--- src/sv/ursi_pkg.sv ---
`default_nettype none

package ursi_pkg;

  // Item kinds.
  localparam logic [2:0] FUNC_READ  = 3'd0;
  localparam logic [2:0] FUNC_WRITE = 3'd1;
  localparam logic [2:0] FUNC_RXB   = 3'd2;
  localparam logic [2:0] FUNC_BREAK = 3'd3;
  localparam logic [2:0] FUNC_TICK  = 3'd4;

  // Register offsets.
  localparam logic [2:0] ADDR_MODE   = 3'd0;
  localparam logic [2:0] ADDR_BAUD   = 3'd1;
  localparam logic [2:0] ADDR_CTRL   = 3'd2;
  localparam logic [2:0] ADDR_TDR    = 3'd3;
  localparam logic [2:0] ADDR_STATUS = 3'd4;
  localparam logic [2:0] ADDR_RDR    = 3'd5;
  localparam logic [2:0] ADDR_SMART  = 3'd6;
  localparam logic [2:0] ADDR_EXT    = 3'd7;

  // Status bits.
  localparam logic [7:0] ST_TDRE = 8'h80;
  localparam logic [7:0] ST_RDRF = 8'h40;
  localparam logic [7:0] ST_ORER = 8'h20;
  localparam logic [7:0] ST_FER  = 8'h10;
  localparam logic [7:0] ST_ERR  = 8'h38;
  localparam logic [7:0] ST_TEND = 8'h04;
  localparam logic [7:0] ST_MPBT = 8'h01;

  // Control bits.
  localparam logic [7:0] CR_TIE  = 8'h80;
  localparam logic [7:0] CR_RIE  = 8'h40;
  localparam logic [7:0] CR_TE   = 8'h20;
  localparam logic [7:0] CR_RE   = 8'h10;
  localparam logic [7:0] CR_TEIE = 8'h04;

  // Reset values.
  localparam logic [7:0] BAUD_RST   = 8'hFF;
  localparam logic [7:0] TDR_RST    = 8'hFF;
  localparam logic [7:0] STATUS_RST = 8'h84;
  localparam logic [7:0] IDLE_READ  = 8'hFF;

  // Longest character time is 11 * 32 * 255 * 64, which fits in 23 bits.
  localparam int unsigned CHAR_TIME_W = 23;

  typedef struct packed {
    logic [2:0] func;
    logic [2:0] reg_addr;
    logic [7:0] write_data;
    logic [7:0] rx_byte;
  } item_t;

  typedef struct packed {
    logic [7:0] read_data;
    logic       tx_valid;
    logic [7:0] tx_byte;
    logic       rx_ready;
    logic       rx_int_pulse;
    logic       tx_int_pulse;
    logic       err_int_level;
    logic       tend_int_level;
  } result_t;

  // Ticks per character: bits * 32 * baud * 4^CKS.
  function automatic logic [CHAR_TIME_W-1:0] char_time(input logic [7:0] mode,
                                                       input logic [7:0] baud);
    logic [3:0]  bits;
    logic [11:0] prod;
    bits = 4'(4'd9 - {3'b000, mode[6]} + {3'b000, mode[5]} + {3'b000, mode[3]});
    prod = 12'({8'h00, bits} * {4'h0, baud});
    return {6'b000000, prod, 5'b00000} << {mode[1:0], 1'b0};
  endfunction

endpackage

`default_nettype wire

--- src/sv/ursi_if.sv ---
`default_nettype none

interface ursi_in_if;
  logic       valid;
  logic       ready;
  logic [2:0] func;
  logic [2:0] reg_addr;
  logic [7:0] write_data;
  logic [7:0] rx_byte;

  modport source (output valid, func, reg_addr, write_data, rx_byte, input ready);
  modport sink   (input valid, func, reg_addr, write_data, rx_byte, output ready);
endinterface

interface ursi_out_if;
  logic       valid;
  logic       ready;
  logic [7:0] read_data;
  logic       tx_valid;
  logic [7:0] tx_byte;
  logic       rx_ready;
  logic       rx_int_pulse;
  logic       tx_int_pulse;
  logic       err_int_level;
  logic       tend_int_level;

  modport source (output valid, read_data, tx_valid, tx_byte, rx_ready, rx_int_pulse,
                  tx_int_pulse, err_int_level, tend_int_level, input ready);
  modport sink   (input valid, read_data, tx_valid, tx_byte, rx_ready, rx_int_pulse,
                  tx_int_pulse, err_int_level, tend_int_level, output ready);
endinterface

`default_nettype wire

--- src/sv/ursi_in_stage.sv ---
`default_nettype none

// Input register: holds one item until the core takes it.
module ursi_in_stage (
  input  wire logic           clk_i,
  input  wire logic           rst_ni,
  input  wire logic           valid_i,
  output logic                ready_o,
  input  wire ursi_pkg::item_t item_i,
  output logic                valid_o,
  input  wire logic           take_i,
  output ursi_pkg::item_t     item_o
);

  logic            valid_q;
  ursi_pkg::item_t item_q;

  assign ready_o = !valid_q || take_i;
  assign valid_o = valid_q;
  assign item_o  = item_q;

  always_ff @(posedge clk_i or negedge rst_ni) begin
    if (!rst_ni) begin
      valid_q <= 1'b0;
    end else if (ready_o) begin
      valid_q <= valid_i;
    end
  end

  always_ff @(posedge clk_i) begin
    if (ready_o && valid_i) begin
      item_q <= item_i;
    end
  end

endmodule

`default_nettype wire

--- src/sv/ursi_core.sv ---
`default_nettype none

// Register file, character timers and the result register.
module ursi_core #(
  parameter int unsigned TIMER_WIDTH = 24
) (
  input  wire logic             clk_i,
  input  wire logic             rst_ni,
  input  wire logic             valid_i,
  input  wire ursi_pkg::item_t  item_i,
  output logic                  take_o,
  output logic                  out_valid_o,
  input  wire logic             out_ready_i,
  output ursi_pkg::result_t     result_o
);

  logic [7:0] mode_q, mode_d, baud_q, baud_d, ctrl_q, ctrl_d, tdr_q, tdr_d;
  logic [7:0] status_q, status_d, rdr_q, rdr_d, smart_q, smart_d, ext_q, ext_d;
  logic [7:0] snap_q, snap_d;
  logic [TIMER_WIDTH-1:0] tx_cnt_q, tx_cnt_d, rx_cnt_q, rx_cnt_d;
  logic tx_act_q, tx_act_d, err_q, err_d, tend_q, tend_d;
  logic out_valid_q;
  ursi_pkg::result_t res_q, res_d;

  logic [TIMER_WIDTH-1:0] ctime;
  logic enabled, send;

  assign take_o      = valid_i && (!out_valid_q || out_ready_i);
  assign out_valid_o = out_valid_q;
  assign result_o    = res_q;

  assign ctime   = TIMER_WIDTH'(ursi_pkg::char_time(mode_q, baud_q));
  assign enabled = (ctrl_q & (ursi_pkg::CR_TE | ursi_pkg::CR_RE)) != 8'h00;

  always_comb begin
    mode_d = mode_q;   baud_d = baud_q;     ctrl_d = ctrl_q;   tdr_d = tdr_q;
    status_d = status_q; rdr_d = rdr_q;     smart_d = smart_q; ext_d = ext_q;
    snap_d = snap_q;   tx_cnt_d = tx_cnt_q; rx_cnt_d = rx_cnt_q;
    tx_act_d = tx_act_q; err_d = err_q;     tend_d = tend_q;
    send = 1'b0;
    res_d = '0;
    res_d.read_data = ursi_pkg::IDLE_READ;

    unique case (item_i.func)
      ursi_pkg::FUNC_READ: begin
        unique case (item_i.reg_addr)
          ursi_pkg::ADDR_MODE:   res_d.read_data = mode_q;
          ursi_pkg::ADDR_BAUD:   res_d.read_data = baud_q;
          ursi_pkg::ADDR_CTRL:   res_d.read_data = ctrl_q;
          ursi_pkg::ADDR_TDR:    res_d.read_data = tdr_q;
          ursi_pkg::ADDR_STATUS: begin
            snap_d = status_q;
            res_d.read_data = status_q;
          end
          ursi_pkg::ADDR_RDR: begin
            status_d = status_q & ~ursi_pkg::ST_RDRF;
            res_d.read_data = rdr_q;
          end
          ursi_pkg::ADDR_SMART:  res_d.read_data = smart_q;
          default:               res_d.read_data = ext_q;
        endcase
      end
      ursi_pkg::FUNC_WRITE: begin
        unique case (item_i.reg_addr)
          ursi_pkg::ADDR_MODE: if (!enabled) mode_d = item_i.write_data;
          ursi_pkg::ADDR_BAUD: if (!enabled) baud_d = item_i.write_data;
          ursi_pkg::ADDR_CTRL: begin
            ctrl_d = item_i.write_data;
            if ((item_i.write_data & ursi_pkg::CR_TE) != 8'h00) begin
              status_d = status_q | ursi_pkg::ST_TDRE | ursi_pkg::ST_TEND;
              if ((item_i.write_data & ursi_pkg::CR_TIE) != 8'h00) res_d.tx_int_pulse = 1'b1;
            end
            if ((item_i.write_data & ursi_pkg::CR_TEIE) == 8'h00) tend_d = 1'b0;
            if ((item_i.write_data & ursi_pkg::CR_RIE) == 8'h00) err_d = 1'b0;
          end
          ursi_pkg::ADDR_TDR: begin
            tdr_d = item_i.write_data;
            if ((status_q & ursi_pkg::ST_TEND) != 8'h00) begin
              send = 1'b1;
            end else begin
              status_d = status_q & ~ursi_pkg::ST_TDRE;
            end
          end
          ursi_pkg::ADDR_STATUS: begin
            status_d = (status_q & ~(ursi_pkg::ST_MPBT | ursi_pkg::ST_ERR))
                     | (item_i.write_data & (ursi_pkg::ST_MPBT | ursi_pkg::ST_ERR));
            if ((snap_q & ursi_pkg::ST_ERR) != 8'h00 &&
                (item_i.write_data & ursi_pkg::ST_ERR) == 8'h00) begin
              err_d = 1'b0;
            end
          end
          ursi_pkg::ADDR_RDR:   ;
          ursi_pkg::ADDR_SMART: smart_d = item_i.write_data;
          default:              ext_d = item_i.write_data;
        endcase
      end
      ursi_pkg::FUNC_RXB: begin
        rx_cnt_d = ctime;
        if ((status_q & ursi_pkg::ST_RDRF) != 8'h00) begin
          status_d = status_q | ursi_pkg::ST_ORER;
          if ((ctrl_q & ursi_pkg::CR_RIE) != 8'h00) err_d = 1'b1;
        end else begin
          rdr_d = item_i.rx_byte;
          status_d = status_q | ursi_pkg::ST_RDRF;
          if ((ctrl_q & ursi_pkg::CR_RIE) != 8'h00) res_d.rx_int_pulse = 1'b1;
        end
      end
      ursi_pkg::FUNC_BREAK: begin
        status_d = status_q | ursi_pkg::ST_FER;
        if ((ctrl_q & ursi_pkg::CR_RIE) != 8'h00) err_d = 1'b1;
      end
      ursi_pkg::FUNC_TICK: begin
        if (rx_cnt_q != '0) rx_cnt_d = rx_cnt_q - TIMER_WIDTH'(1);
        if (tx_act_q) begin
          if (tx_cnt_q <= TIMER_WIDTH'(1)) begin
            tx_act_d = 1'b0;
            tx_cnt_d = '0;
            if ((status_q & ursi_pkg::ST_TDRE) == 8'h00) begin
              send = 1'b1;
            end else begin
              status_d = status_q | ursi_pkg::ST_TEND;
              if ((ctrl_q & ursi_pkg::CR_TEIE) != 8'h00) tend_d = 1'b1;
            end
          end else begin
            tx_cnt_d = tx_cnt_q - TIMER_WIDTH'(1);
          end
        end
      end
      default: ;
    endcase

    // A byte leaves the transmit data register and the timer reloads.
    if (send) begin
      res_d.tx_valid = 1'b1;
      res_d.tx_byte  = tdr_d;
      tx_cnt_d = ctime;
      tx_act_d = 1'b1;
      status_d = (status_d & ~ursi_pkg::ST_TEND) | ursi_pkg::ST_TDRE;
      tend_d   = 1'b0;
      if ((ctrl_q & ursi_pkg::CR_TIE) != 8'h00) res_d.tx_int_pulse = 1'b1;
    end

    res_d.rx_ready       = ((ctrl_d & ursi_pkg::CR_RE) != 8'h00) && (rx_cnt_d == '0);
    res_d.err_int_level  = err_d;
    res_d.tend_int_level = tend_d;
  end

  always_ff @(posedge clk_i or negedge rst_ni) begin
    if (!rst_ni) begin
      mode_q   <= 8'h00;
      baud_q   <= ursi_pkg::BAUD_RST;
      ctrl_q   <= 8'h00;
      tdr_q    <= ursi_pkg::TDR_RST;
      status_q <= ursi_pkg::STATUS_RST;
      rdr_q    <= 8'h00;
      smart_q  <= 8'h00;
      ext_q    <= 8'h00;
      snap_q   <= 8'h00;
      tx_cnt_q <= '0;
      rx_cnt_q <= '0;
      tx_act_q <= 1'b0;
      err_q    <= 1'b0;
      tend_q   <= 1'b0;
      out_valid_q <= 1'b0;
    end else begin
      if (take_o) begin
        mode_q   <= mode_d;
        baud_q   <= baud_d;
        ctrl_q   <= ctrl_d;
        tdr_q    <= tdr_d;
        status_q <= status_d;
        rdr_q    <= rdr_d;
        smart_q  <= smart_d;
        ext_q    <= ext_d;
        snap_q   <= snap_d;
        tx_cnt_q <= tx_cnt_d;
        rx_cnt_q <= rx_cnt_d;
        tx_act_q <= tx_act_d;
        err_q    <= err_d;
        tend_q   <= tend_d;
      end
      if (take_o) begin
        out_valid_q <= 1'b1;
      end else if (out_ready_i) begin
        out_valid_q <= 1'b0;
      end
    end
  end

  always_ff @(posedge clk_i) begin
    if (take_o) begin
      res_q <= res_d;
    end
  end

`ifndef NO_ASSERTIONS
  a_send_starts_timer: assert property (@(posedge clk_i) disable iff (!rst_ni)
    take_o && res_d.tx_valid |=> tx_act_q && status_q[7] && !status_q[2])
    else $error("transmit did not start the character timer");

  a_mode_locked: assert property (@(posedge clk_i) disable iff (!rst_ni)
    enabled |=> $stable(mode_q) && $stable(baud_q))
    else $error("mode or baud changed while the port was enabled");

  a_rx_pulse_full: assert property (@(posedge clk_i) disable iff (!rst_ni)
    take_o && res_d.rx_int_pulse |=> status_q[6] && out_valid_q)
    else $error("receive interrupt without receive data full");
`endif

endmodule

`default_nettype wire

--- src/sv/uart_serial_interface_registers_top.sv ---
// Two registers (input, result); an item passes the input register, then the result register.
// Throughput: one item per cycle while the output is ready; one pass of flag and counter logic.
// While a result waits, the input register still takes one more item; then the input stalls.
// Reset (rst_ni low, asynchronous) restores the register file to its documented values,
// stops both character timers and empties both pipeline registers.
`default_nettype none

module uart_serial_interface_registers_top #(
  parameter int unsigned TIMER_WIDTH = 24
) (
  input  wire logic clk_i,
  input  wire logic rst_ni,
  ursi_in_if.sink   in_i,
  ursi_out_if.source out_o
);

  // Item handed from the input register to the core.
  ursi_pkg::item_t   in_item, stage_item;
  ursi_pkg::result_t result;
  logic              stage_valid;
  logic              take;

  assign in_item.func       = in_i.func;
  assign in_item.reg_addr   = in_i.reg_addr;
  assign in_item.write_data = in_i.write_data;
  assign in_item.rx_byte    = in_i.rx_byte;

  // The input register frees itself whenever the core takes its item.
  ursi_in_stage u_in_stage (
    .clk_i   (clk_i),
    .rst_ni  (rst_ni),
    .valid_i (in_i.valid),
    .ready_o (in_i.ready),
    .item_i  (in_item),
    .valid_o (stage_valid),
    .take_i  (take),
    .item_o  (stage_item)
  );

  // The core updates the register state and loads the result register in the same cycle.
  ursi_core #(
    .TIMER_WIDTH (TIMER_WIDTH)
  ) u_core (
    .clk_i       (clk_i),
    .rst_ni      (rst_ni),
    .valid_i     (stage_valid),
    .item_i      (stage_item),
    .take_o      (take),
    .out_valid_o (out_o.valid),
    .out_ready_i (out_o.ready),
    .result_o    (result)
  );

  assign out_o.read_data      = result.read_data;
  assign out_o.tx_valid       = result.tx_valid;
  assign out_o.tx_byte        = result.tx_byte;
  assign out_o.rx_ready       = result.rx_ready;
  assign out_o.rx_int_pulse   = result.rx_int_pulse;
  assign out_o.tx_int_pulse   = result.tx_int_pulse;
  assign out_o.err_int_level  = result.err_int_level;
  assign out_o.tend_int_level = result.tend_int_level;

endmodule

`default_nettype wire
--- src/flat_wrapper.sv ---
// flat-port wrapper written by rule: the top's interface ports become plain ports
module uart_serial_interface_registers_top_flat 
#(
  parameter int unsigned TIMER_WIDTH = 24
)
  (clk_i, rst_ni, in_i_valid, in_i_func, in_i_reg_addr, in_i_write_data, in_i_rx_byte, in_i_ready, out_o_valid, out_o_read_data, out_o_tx_valid, out_o_tx_byte, out_o_rx_ready, out_o_rx_int_pulse, out_o_tx_int_pulse, out_o_err_int_level, out_o_tend_int_level, out_o_ready);
  ursi_in_if in_i_i ();
  ursi_out_if out_o_i ();
  input  wire logic clk_i;
  input  wire logic rst_ni;
  input wire logic [$bits(in_i_i.valid)-1:0] in_i_valid;
  input wire logic [$bits(in_i_i.func)-1:0] in_i_func;
  input wire logic [$bits(in_i_i.reg_addr)-1:0] in_i_reg_addr;
  input wire logic [$bits(in_i_i.write_data)-1:0] in_i_write_data;
  input wire logic [$bits(in_i_i.rx_byte)-1:0] in_i_rx_byte;
  output wire logic [$bits(in_i_i.ready)-1:0] in_i_ready;
  output wire logic [$bits(out_o_i.valid)-1:0] out_o_valid;
  output wire logic [$bits(out_o_i.read_data)-1:0] out_o_read_data;
  output wire logic [$bits(out_o_i.tx_valid)-1:0] out_o_tx_valid;
  output wire logic [$bits(out_o_i.tx_byte)-1:0] out_o_tx_byte;
  output wire logic [$bits(out_o_i.rx_ready)-1:0] out_o_rx_ready;
  output wire logic [$bits(out_o_i.rx_int_pulse)-1:0] out_o_rx_int_pulse;
  output wire logic [$bits(out_o_i.tx_int_pulse)-1:0] out_o_tx_int_pulse;
  output wire logic [$bits(out_o_i.err_int_level)-1:0] out_o_err_int_level;
  output wire logic [$bits(out_o_i.tend_int_level)-1:0] out_o_tend_int_level;
  input wire logic [$bits(out_o_i.ready)-1:0] out_o_ready;
  assign in_i_i.valid = in_i_valid;
  assign in_i_i.func = in_i_func;
  assign in_i_i.reg_addr = in_i_reg_addr;
  assign in_i_i.write_data = in_i_write_data;
  assign in_i_i.rx_byte = in_i_rx_byte;
  assign in_i_ready = in_i_i.ready;
  assign out_o_valid = out_o_i.valid;
  assign out_o_read_data = out_o_i.read_data;
  assign out_o_tx_valid = out_o_i.tx_valid;
  assign out_o_tx_byte = out_o_i.tx_byte;
  assign out_o_rx_ready = out_o_i.rx_ready;
  assign out_o_rx_int_pulse = out_o_i.rx_int_pulse;
  assign out_o_tx_int_pulse = out_o_i.tx_int_pulse;
  assign out_o_err_int_level = out_o_i.err_int_level;
  assign out_o_tend_int_level = out_o_i.tend_int_level;
  assign out_o_i.ready = out_o_ready;
  uart_serial_interface_registers_top #(.TIMER_WIDTH(TIMER_WIDTH)) u_core (.clk_i(clk_i), .rst_ni(rst_ni), .in_i(in_i_i), .out_o(out_o_i));
endmodule
--- config.mk ---
export PLATFORM = sky130hd
export DESIGN_NAME = uart_serial_interface_registers_top_flat
export DESIGN_NICKNAME = d
export VERILOG_FILES = /design/src/sv/ursi_pkg.sv /design/src/sv/ursi_if.sv /design/src/sv/ursi_in_stage.sv /design/src/sv/ursi_core.sv /design/src/sv/uart_serial_interface_registers_top.sv /design/src/flat_wrapper.sv
export SDC_FILE = /design/constraint.sdc
export NUM_CORES = 1
export LEC_CHECK = 0
export ABC_AREA = 1
export BUFFER_PORTS_ARGS = -buffer_cell sky130_fd_sc_hd__buf_2
export CAP_MARGIN = 25
export CORE_MARGIN = 4
export CORE_UTILIZATION = 51
export CTS_CLUSTER_SIZE = 40
export DETAILED_ROUTE_END_ITERATION = 10
export HOLD_SLACK_MARGIN = 0.03
export PLACE_DENSITY = 0.71
export SYNTH_ARGS = -nofsm -noshare
export SYNTH_HDL_FRONTEND = slang
export SYNTH_SLANG_ARGS = --single-unit
--- constraint.sdc ---
create_clock -name clk_i -period 3.34 [get_ports clk_i]
set_input_delay 0.167 -clock clk_i [delete_from_list [all_inputs] [get_ports clk_i]]
set_output_delay 0.167 -clock clk_i [all_outputs]
set_load 0.005 [all_outputs]
==> out/qor.txt, run 1 <==
Run status -> complete, but fails checks
Failing checks -> negative setup slack
Final setup margin -> -0.197 ns
Main flop type after synthesis -> dfrtp_1
Layout cell share with drive strength beyond 1 -> 24.6%
Final Hold Viols -> 0
Leakage -> 5.57 nW
Critical path data required time -> 3.62 ns
Initial antenna violation count -> 0
Via density -> 5.55
Root Driver -> clkbuf_16
Crit. End Element -> flip-flop
Slowest cell on crit path -> fa_1
Setup Skew -> 0.0128 ns
Yosys top cell by area -> dfrtp_1
Slew margin rel. -> 46.3%
Final worst path period need -> 3.54 ns
Syn_area_per_cell -> 7.77 sq um
Synth unique cells -> 55
Overflow after GRT -> 0
Hold WC Path Type -> in2async
VDD IR max -> 469 uV
Fillers -> 1580
Worst-Margin Slew -> 0.804 ns
Clk sink count -> 164
Yosys top cell area share -> 25.6%
Antenna-violating nets left -> 0
Clock latency on the worst-skew pair -> 0.44 ns
Post-synthesis cell count -> 1282
Number of global-route vias before repair -> 8885
Clock transition at path regs -> 0.07 ns
Setup CP Type -> reg2reg
Yosys warning count -> 0
# DRC -> 0
Period utilization -> 106%
Antenna fix cells -> 0
Initial DRC Count -> 878
Ports -> 50
RSZ-0062 raised after global routing -> yes
Die Span X -> 148 um
Fin util -> 64.8%
Max_cap viols -> 0
DRT Pass-1 Iters -> 6
Total Power -> 7.98 mW
Top delay family on crit path -> adder cells
CTS buffer count -> 17
Post-synthesis sequential area ratio -> 43.6%
Synth area leaders -> dfrtp_1, edfxtp_1, nand2_1
First-pass GRT wire length -> 46100 um
Row Count -> 50
Crit path DAT -> 3.82 ns
Core footprint -> 19000 sq um
Type of origin of the critical path -> flip-flop
Number of synthesized flops with an enable pin -> 44
CP bufs+invs -> 2
Top-count cell post-synth -> nand2_1
Register bit count reported by yosys -> 164
Initial core utilization -> 52.5%
Max frequency -> 283 MHz
Top post-synthesis cells by count -> nand2_1, inv_1, nand3_1
CP cell instances -> inv_2 -> fa_2 -> nor2_4 -> ha_4 -> fa_1 -> ha_4 -> xnor2_2 -> o21ai_0 -> nand2_1 -> nand3_1 -> nand2_1 -> inv_1 -> nand3_1 -> nor2_2 -> nand3_2 -> nor3_2
Setup violators final -> 17
WL/cell -> 17.2 um
Clock Tree Buf Depth -> 2
Total Wirelength -> 28800 um
Layout Nets -> 1462
Synthesized Nets -> 1338
# port buffers -> 49
Synthesized area -> 9960 sq um
Layout Area Growth over Synthesis -> 23.3%
Largest net degree at the start of global routing -> 62
Critical Path Fanout Max -> 7
Detailed Place HPWL -> 20000 um
CP max stage delay -> 0.59 ns
Die area -> 21800 sq um
GPL Wtd Cong -> 0.961
Total GRT Usage -> 26.5%
Htree depth -> 4
Post-synthesis async set-or-reset flop share -> 73.2%
Slew Limit Fails -> 0
CTS tree -> done
Power Density -> 650 nW/um^2
Vias after detailed routing -> 9324
Die Y -> 148 um
## cell usage in the layout, fill, tap and decap left out, types with 17 or more instances in the layout
cell | netlist | final
dfstp_2 | 18 | 18
buf_4 | 7 | 61
nand2_2 | 8 | 36
inv_1 | 148 | 133
dfrtp_1 | 102 | 102
nand3_1 | 124 | 89
nand4_1 | 21 | 21
xor2_1 | 18 | 18
inv_2 | 4 | 19
o21ai_1 | 15 | 27
nor2_1 | 120 | 108
nand3_2 | 3 | 36
nand2_1 | 325 | 289
edfxtp_1 | 44 | 44
nor2_2 | 13 | 21
a21oi_1 | 28 | 24
dlygate4sd3_1 | 0 | 25
clkbuf_16 | 0 | 17
o21ai_0 | 115 | 100
buf_2 | 8 | 48
## worst reg2reg max path, cell delays in order, from the launching register on
cell     delay, ns
dfrtp_1       0.36
inv_2         0.05
fa_2          0.49
nor2_4        0.17
ha_4          0.22
fa_1          0.59
ha_4          0.25
xnor2_2       0.15
o21ai_0       0.21
nand2_1       0.10
nand3_1       0.09
nand2_1       0.06
inv_1         0.07
nand3_1       0.13
nor2_2        0.16
nand3_2       0.11
nor3_2        0.18
## kinds of logic (layout without fill, tap and decap cells)
kind of cell / Yosys count / count (layout) / synth area share, %
AND/OR/NAND/NOR: 660 / 660 / 30.1
AO/OA/AOI/OAI: 204 / 204 / 11.4
buffers and inverters: 195 / 332 / 7.92
flip-flops: 164 / 164 / 43.6
adder cells (fa/ha/maj): 30 / 30 / 4.22
XOR/XNOR: 23 / 23 / 2.02
multiplexers: 6 / 6 / 0.678
## worst paths after layout
check | from | end | slack (ns) | cells past startpoint
max in group asynchronous | rst_ni | u_core.u_core.ctrl_q[5] | 2.35 | 3
setup / recovery | u_core.u_core.mode_q[3] | u_core.u_core.result_o[4] | -0.20 | 16
hold / removal | rst_ni | u_core.u_core.rx_cnt_q[22] | 0.12 | 2
min in group clk_i | u_core.u_core.status_q[1] | u_core.u_core.status_q[1] | 0.40 | 0
hold reg to reg | u_core.u_core.status_q[1] | u_core.u_core.status_q[1] | 0.40 | 0
setup reg to reg | u_core.u_core.mode_q[3] | u_core.u_core.result_o[4] | -0.20 | 16
## layer usage
layer	vias to the layer above	wire length, um	track usage [%]
li1	4507	-	-
met1	4351	12200	35.0
met5	-	0	0
met4	0	1170	11.6
met2	383	13700	42.8
met3	83	1690	5.00
## final cells by class
cell class / count / area, sq um / share of cell area, %
multi-input cells: 923 / 5360 / 43.7
inverters: 157 / 594 / 4.84
flip-flops and latches: 164 / 4350 / 35.4
well taps: 260 / 325 / 2.65
repair buffers: 143 / 1060 / 8.62
clock inverters: 15 / 164 / 1.34
clock buffers: 17 / 425 / 3.47
## registers in the layout (all words and copies together) (netlist names)
| name | cells |
|---|---|
| u_core.u_core.result_o | 22 |
| u_core.u_core.err_q | 1 |
| u_core.u_core.baud_q | 8 |
| u_core.u_in_stage.valid_o | 1 |
| u_core.u_core.snap_q | 3 |
| u_core.u_core.mode_q | 8 |
| u_core.u_core.tdr_q | 8 |
| u_core.u_core.tend_q | 1 |
| u_core.u_core.out_valid_o | 1 |
| u_core.u_core.rdr_q | 8 |
| u_core.u_in_stage.item_o | 22 |
| u_core.u_core.ext_q | 8 |
| u_core.u_core.tx_act_q | 1 |
| u_core.u_core.ctrl_q | 8 |
| u_core.u_core.tx_cnt_q | 24 |
| u_core.u_core.smart_q | 8 |
| u_core.u_core.status_q | 8 |
| u_core.u_core.rx_cnt_q | 24 |
## stage by stage
| stage | hold WS (ns) | area, sq um | worst slack [ns] | TNS [ns] | cells |
|---|---|---|---|---|---|
| finish | 0.124 | 12300 | -0.197 | -1.07 | 1679 |
| global route | 0.145 | 12300 | -0.345 | -4.94 | 1679 |
| CTS | 0.122 | 12000 | -0.0215 | -0.0215 | 1674 |
| detailed placement | 0.0424 | 10800 | -0.352 | -2.59 | 1608 |
| global placement | 0.0393 | 10800 | -0.336 | -1.87 | 1608 |
| floorplan | -0.129 | 9980 | 0.0186 | 0 | 1282 |
## power breakdown
part	internal, mW	total, mW	switching, mW
Combinational	1.20	3.01	1.81
Clock	1.00	1.96	0.959
Sequential	2.58	3.02	0.438
## timing repair
| action | in CTS | in global routing |
|---|---|---|
| pin swaps | 45 | 49 |
| endpoints found under the hold margin | 86 | 0 |
| endpoints found under the setup margin | 26 | 25 |
| resized for setup | 68 | 89 |
| hold buffers | 25 | 0 |
| setup buffers | 9 | 5 |
Power figures use the tool's default switching activity.
==> run 2, diff against run 1 <==
--- a/config.mk
+++ b/config.mk
@@ -6,7 +6,7 @@
 export NUM_CORES = 1
 export LEC_CHECK = 0
 export ABC_AREA = 1
-export BUFFER_PORTS_ARGS = -buffer_cell sky130_fd_sc_hd__buf_2
+export BUFFER_PORTS_ARGS = -buffer_cell sky130_fd_sc_hd__buf_4
 export CAP_MARGIN = 25
 export CORE_MARGIN = 4
 export CORE_UTILIZATION = 51
==> out/qor.txt, run 2 (synthesized netlist as in run 1, its figures left out) <==
Run status -> complete, but fails checks (unchanged)
Failing checks -> negative setup slack (unchanged)
Final Hold Viols -> 0 (unchanged)
Die Span X -> 148 um (unchanged)
Total GRT Usage -> 26.3% (was 26.5%)
Antenna fix cells -> 0 (unchanged)
Type of origin of the critical path -> flip-flop (unchanged)
Via density -> 5.56 (was 5.55)
Setup Skew -> 0.0136 ns (was 0.0128 ns)
Hold WC Path Type -> in2async (unchanged)
Leakage -> 5.58 nW (was 5.57 nW)
Row Count -> 50 (unchanged)
Critical Path Fanout Max -> 7 (unchanged)
Clock Tree Buf Depth -> 2 (unchanged)
DP Area -> 10900 sq um (was 10800 sq um)
Top sig layer -> met4 (unchanged)
Number of global-route vias before repair -> 8940 (was 8885)
CTS tree -> done (unchanged)
Vias after detailed routing -> 9302 (was 9324)
VDD IR max -> 364 uV (was 469 uV)
Initial DRC Count -> 886 (was 878)
Dpl ws -> -0.413 ns (was -0.352 ns)
Total Wirelength -> 29100 um (was 28800 um)
Clock transition at path regs -> 0.08 ns (was 0.07 ns)
Overflow after GRT -> 0 (unchanged)
Clock latency on the worst-skew pair -> 0.44 ns (about the same)
Wire length on met2 -> 13900 um (was 13700 um)
Largest regs -> u_core.u_core.rx_cnt_q (24), u_core.u_core.tx_cnt_q (24) (unchanged)
Placed insts -> 1608 (unchanged)
Layout Area Growth over Synthesis -> 24.5% (was 23.3%)
Final std cells w/o fill -> 1672 (was 1679)
Final worst path period need -> 3.50 ns (was 3.54 ns)
# DRC -> 0 (unchanged)
Detailed Place HPWL -> 19800 um (was 20000 um)
Max_cap viols -> 0 (unchanged)
Die Y -> 148 um (unchanged)
Fillers -> 1514 (was 1580)
Hold slack -> 0.365 ns (was 0.124 ns)
Period utilization -> 105% (was 106%)
Leading cell type in the layout, fill and taps excluded -> nand2_1 (unchanged)
Critical path data required time -> 3.63 ns (was 3.62 ns)
Power Density -> 646 nW/um^2 (was 650 nW/um^2)
Layout Nets -> 1455 (was 1462)
Largest net degree at the start of global routing -> 75 (was 62)
Setup CP Type -> reg2reg (unchanged)
First-pass GRT wire length -> 45900 um (was 46100 um)
Worst-Margin Slew -> 0.915 ns (was 0.804 ns)
Slew Limit Fails -> 0 (unchanged)
RSZ-0062 raised after global routing -> yes (unchanged)
Layout cell share with drive strength beyond 1 -> 24.6% (about the same)
WL/cell -> 17.4 um (was 17.2 um)
GPL Wtd Cong -> 0.963 (was 0.961)
Core footprint -> 19000 sq um (unchanged)
Final setup margin -> -0.159 ns (was -0.197 ns)
CTS buffer count -> 17 (unchanged)
Htree depth -> 4 (unchanged)
Initial core utilization -> 52.5% (unchanged)
Total Power -> 8.01 mW (was 7.98 mW)
Crit path DAT -> 3.79 ns (was 3.82 ns)
Design Area, Final -> 12400 sq um (was 12300 sq um)
Slew margin rel. -> 39.0% (was 46.3%)
Antenna-violating nets left -> 0 (unchanged)
Clk sink count -> 164 (unchanged)
WL met1 -> 12100 um (was 12200 um)
# port buffers -> 49 (unchanged)
Setup violators final -> 13 (was 17)
Most frequent cells in the layout -> nand2_1, inv_1, nor2_1 (unchanged)
DRT Pass-1 Iters -> 8 (was 6)
Die area -> 21800 sq um (unchanged)
Max frequency -> 286 MHz (was 283 MHz)
Setup TNS -> -0.613 ns (was -1.07 ns)
Initial antenna violation count -> 0 (unchanged)
Ports -> 50 (unchanged)
Root Driver -> clkbuf_16 (unchanged)
Crit. End Element -> flip-flop (unchanged)
Fin util -> 65.4% (was 64.8%)
Met3 routed WL -> 1800 um (was 1690 um)
run 2: changes by cell type in the layout (fill, tap and decap cells not counted), sizes merged:
| cell | delta |
|---|---|
| buf | -7 |
| clkinv | +4 |
| clkinvlp | -4 |
run 2: path summary, 6_finish.rpt:
kind                                            from                         end  slack [ns]  cells past startpoint
min in group clk_i         u_core.u_core.status_q[1]   u_core.u_core.status_q[1]        0.40                      0
max reg2reg                  u_core.u_core.mode_q[3]   u_core.u_core.result_o[4]       -0.16                     18
min reg2reg                u_core.u_core.status_q[1]   u_core.u_core.status_q[1]        0.40                      0
min                                           rst_ni  u_core.u_core.rx_cnt_q[19]        0.36                      2
max in group asynchronous                     rst_ni      u_core.u_core.tdr_q[4]        2.10                      3
max                          u_core.u_core.mode_q[3]   u_core.u_core.result_o[4]       -0.16                     18
run 2: critical path: stages (launching register included):
cell	delay, ns
dfrtp_1	0.37
inv_2	0.06
fa_2	0.49
nor2_2	0.16
ha_1	0.26
inv_2	0.06
fa_1	0.42
inv_2	0.08
ha_4	0.23
or2_4	0.22
nand3b_1	0.12
nand3_2	0.14
nand3_4	0.14
nand2_4	0.08
nand3_4	0.08
nand2_4	0.07
nor2_4	0.11
nand3_2	0.09
nor3_2	0.16
run 2: metal layers:
| metal | vias to the layer above | global-route usage [%] |
|---|---|---|
| met4 | 0 | 12.6 |
| met2 | 370 | 42.5 |
| met3 | 93 | 4.87 |
| met5 | - | 0 |
| li1 | 4499 | - |
| met1 | 4340 | 34.4 |
run 2: what timing repair did:
| action | 4_1_cts | 5_1_grt |
|---|---|---|
| endpoints found under the hold margin | 76 | 0 |
| gates cloned | 0 | 0 |
| gates resized for setup | 58 | 108 |
| setup buffers | 4 | 5 |
| pin swaps | 22 | 46 |
| hold buffers | 25 | 0 |
| endpoints found under the setup margin | 26 | 26 |
run 2: area by class of cell:
type,count,area (sq um),share of cell area (%)
flip-flops and latches,164,4350,35.1
well taps,260,325,2.62
clock buffers,17,425,3.43
multi-input cells,923,5410,43.6
inverters,157,594,4.79
repair buffers,136,1120,9.02
clock inverters,15,178,1.43
run 2: where the power goes:
part / switching (mW) / internal, mW / total [mW]
clock network: 1.00 / 1.01 / 2.01
logic: 1.79 / 1.17 / 2.97
registers: 0.449 / 2.58 / 3.03
total: 3.24 / 4.77 / 8.01
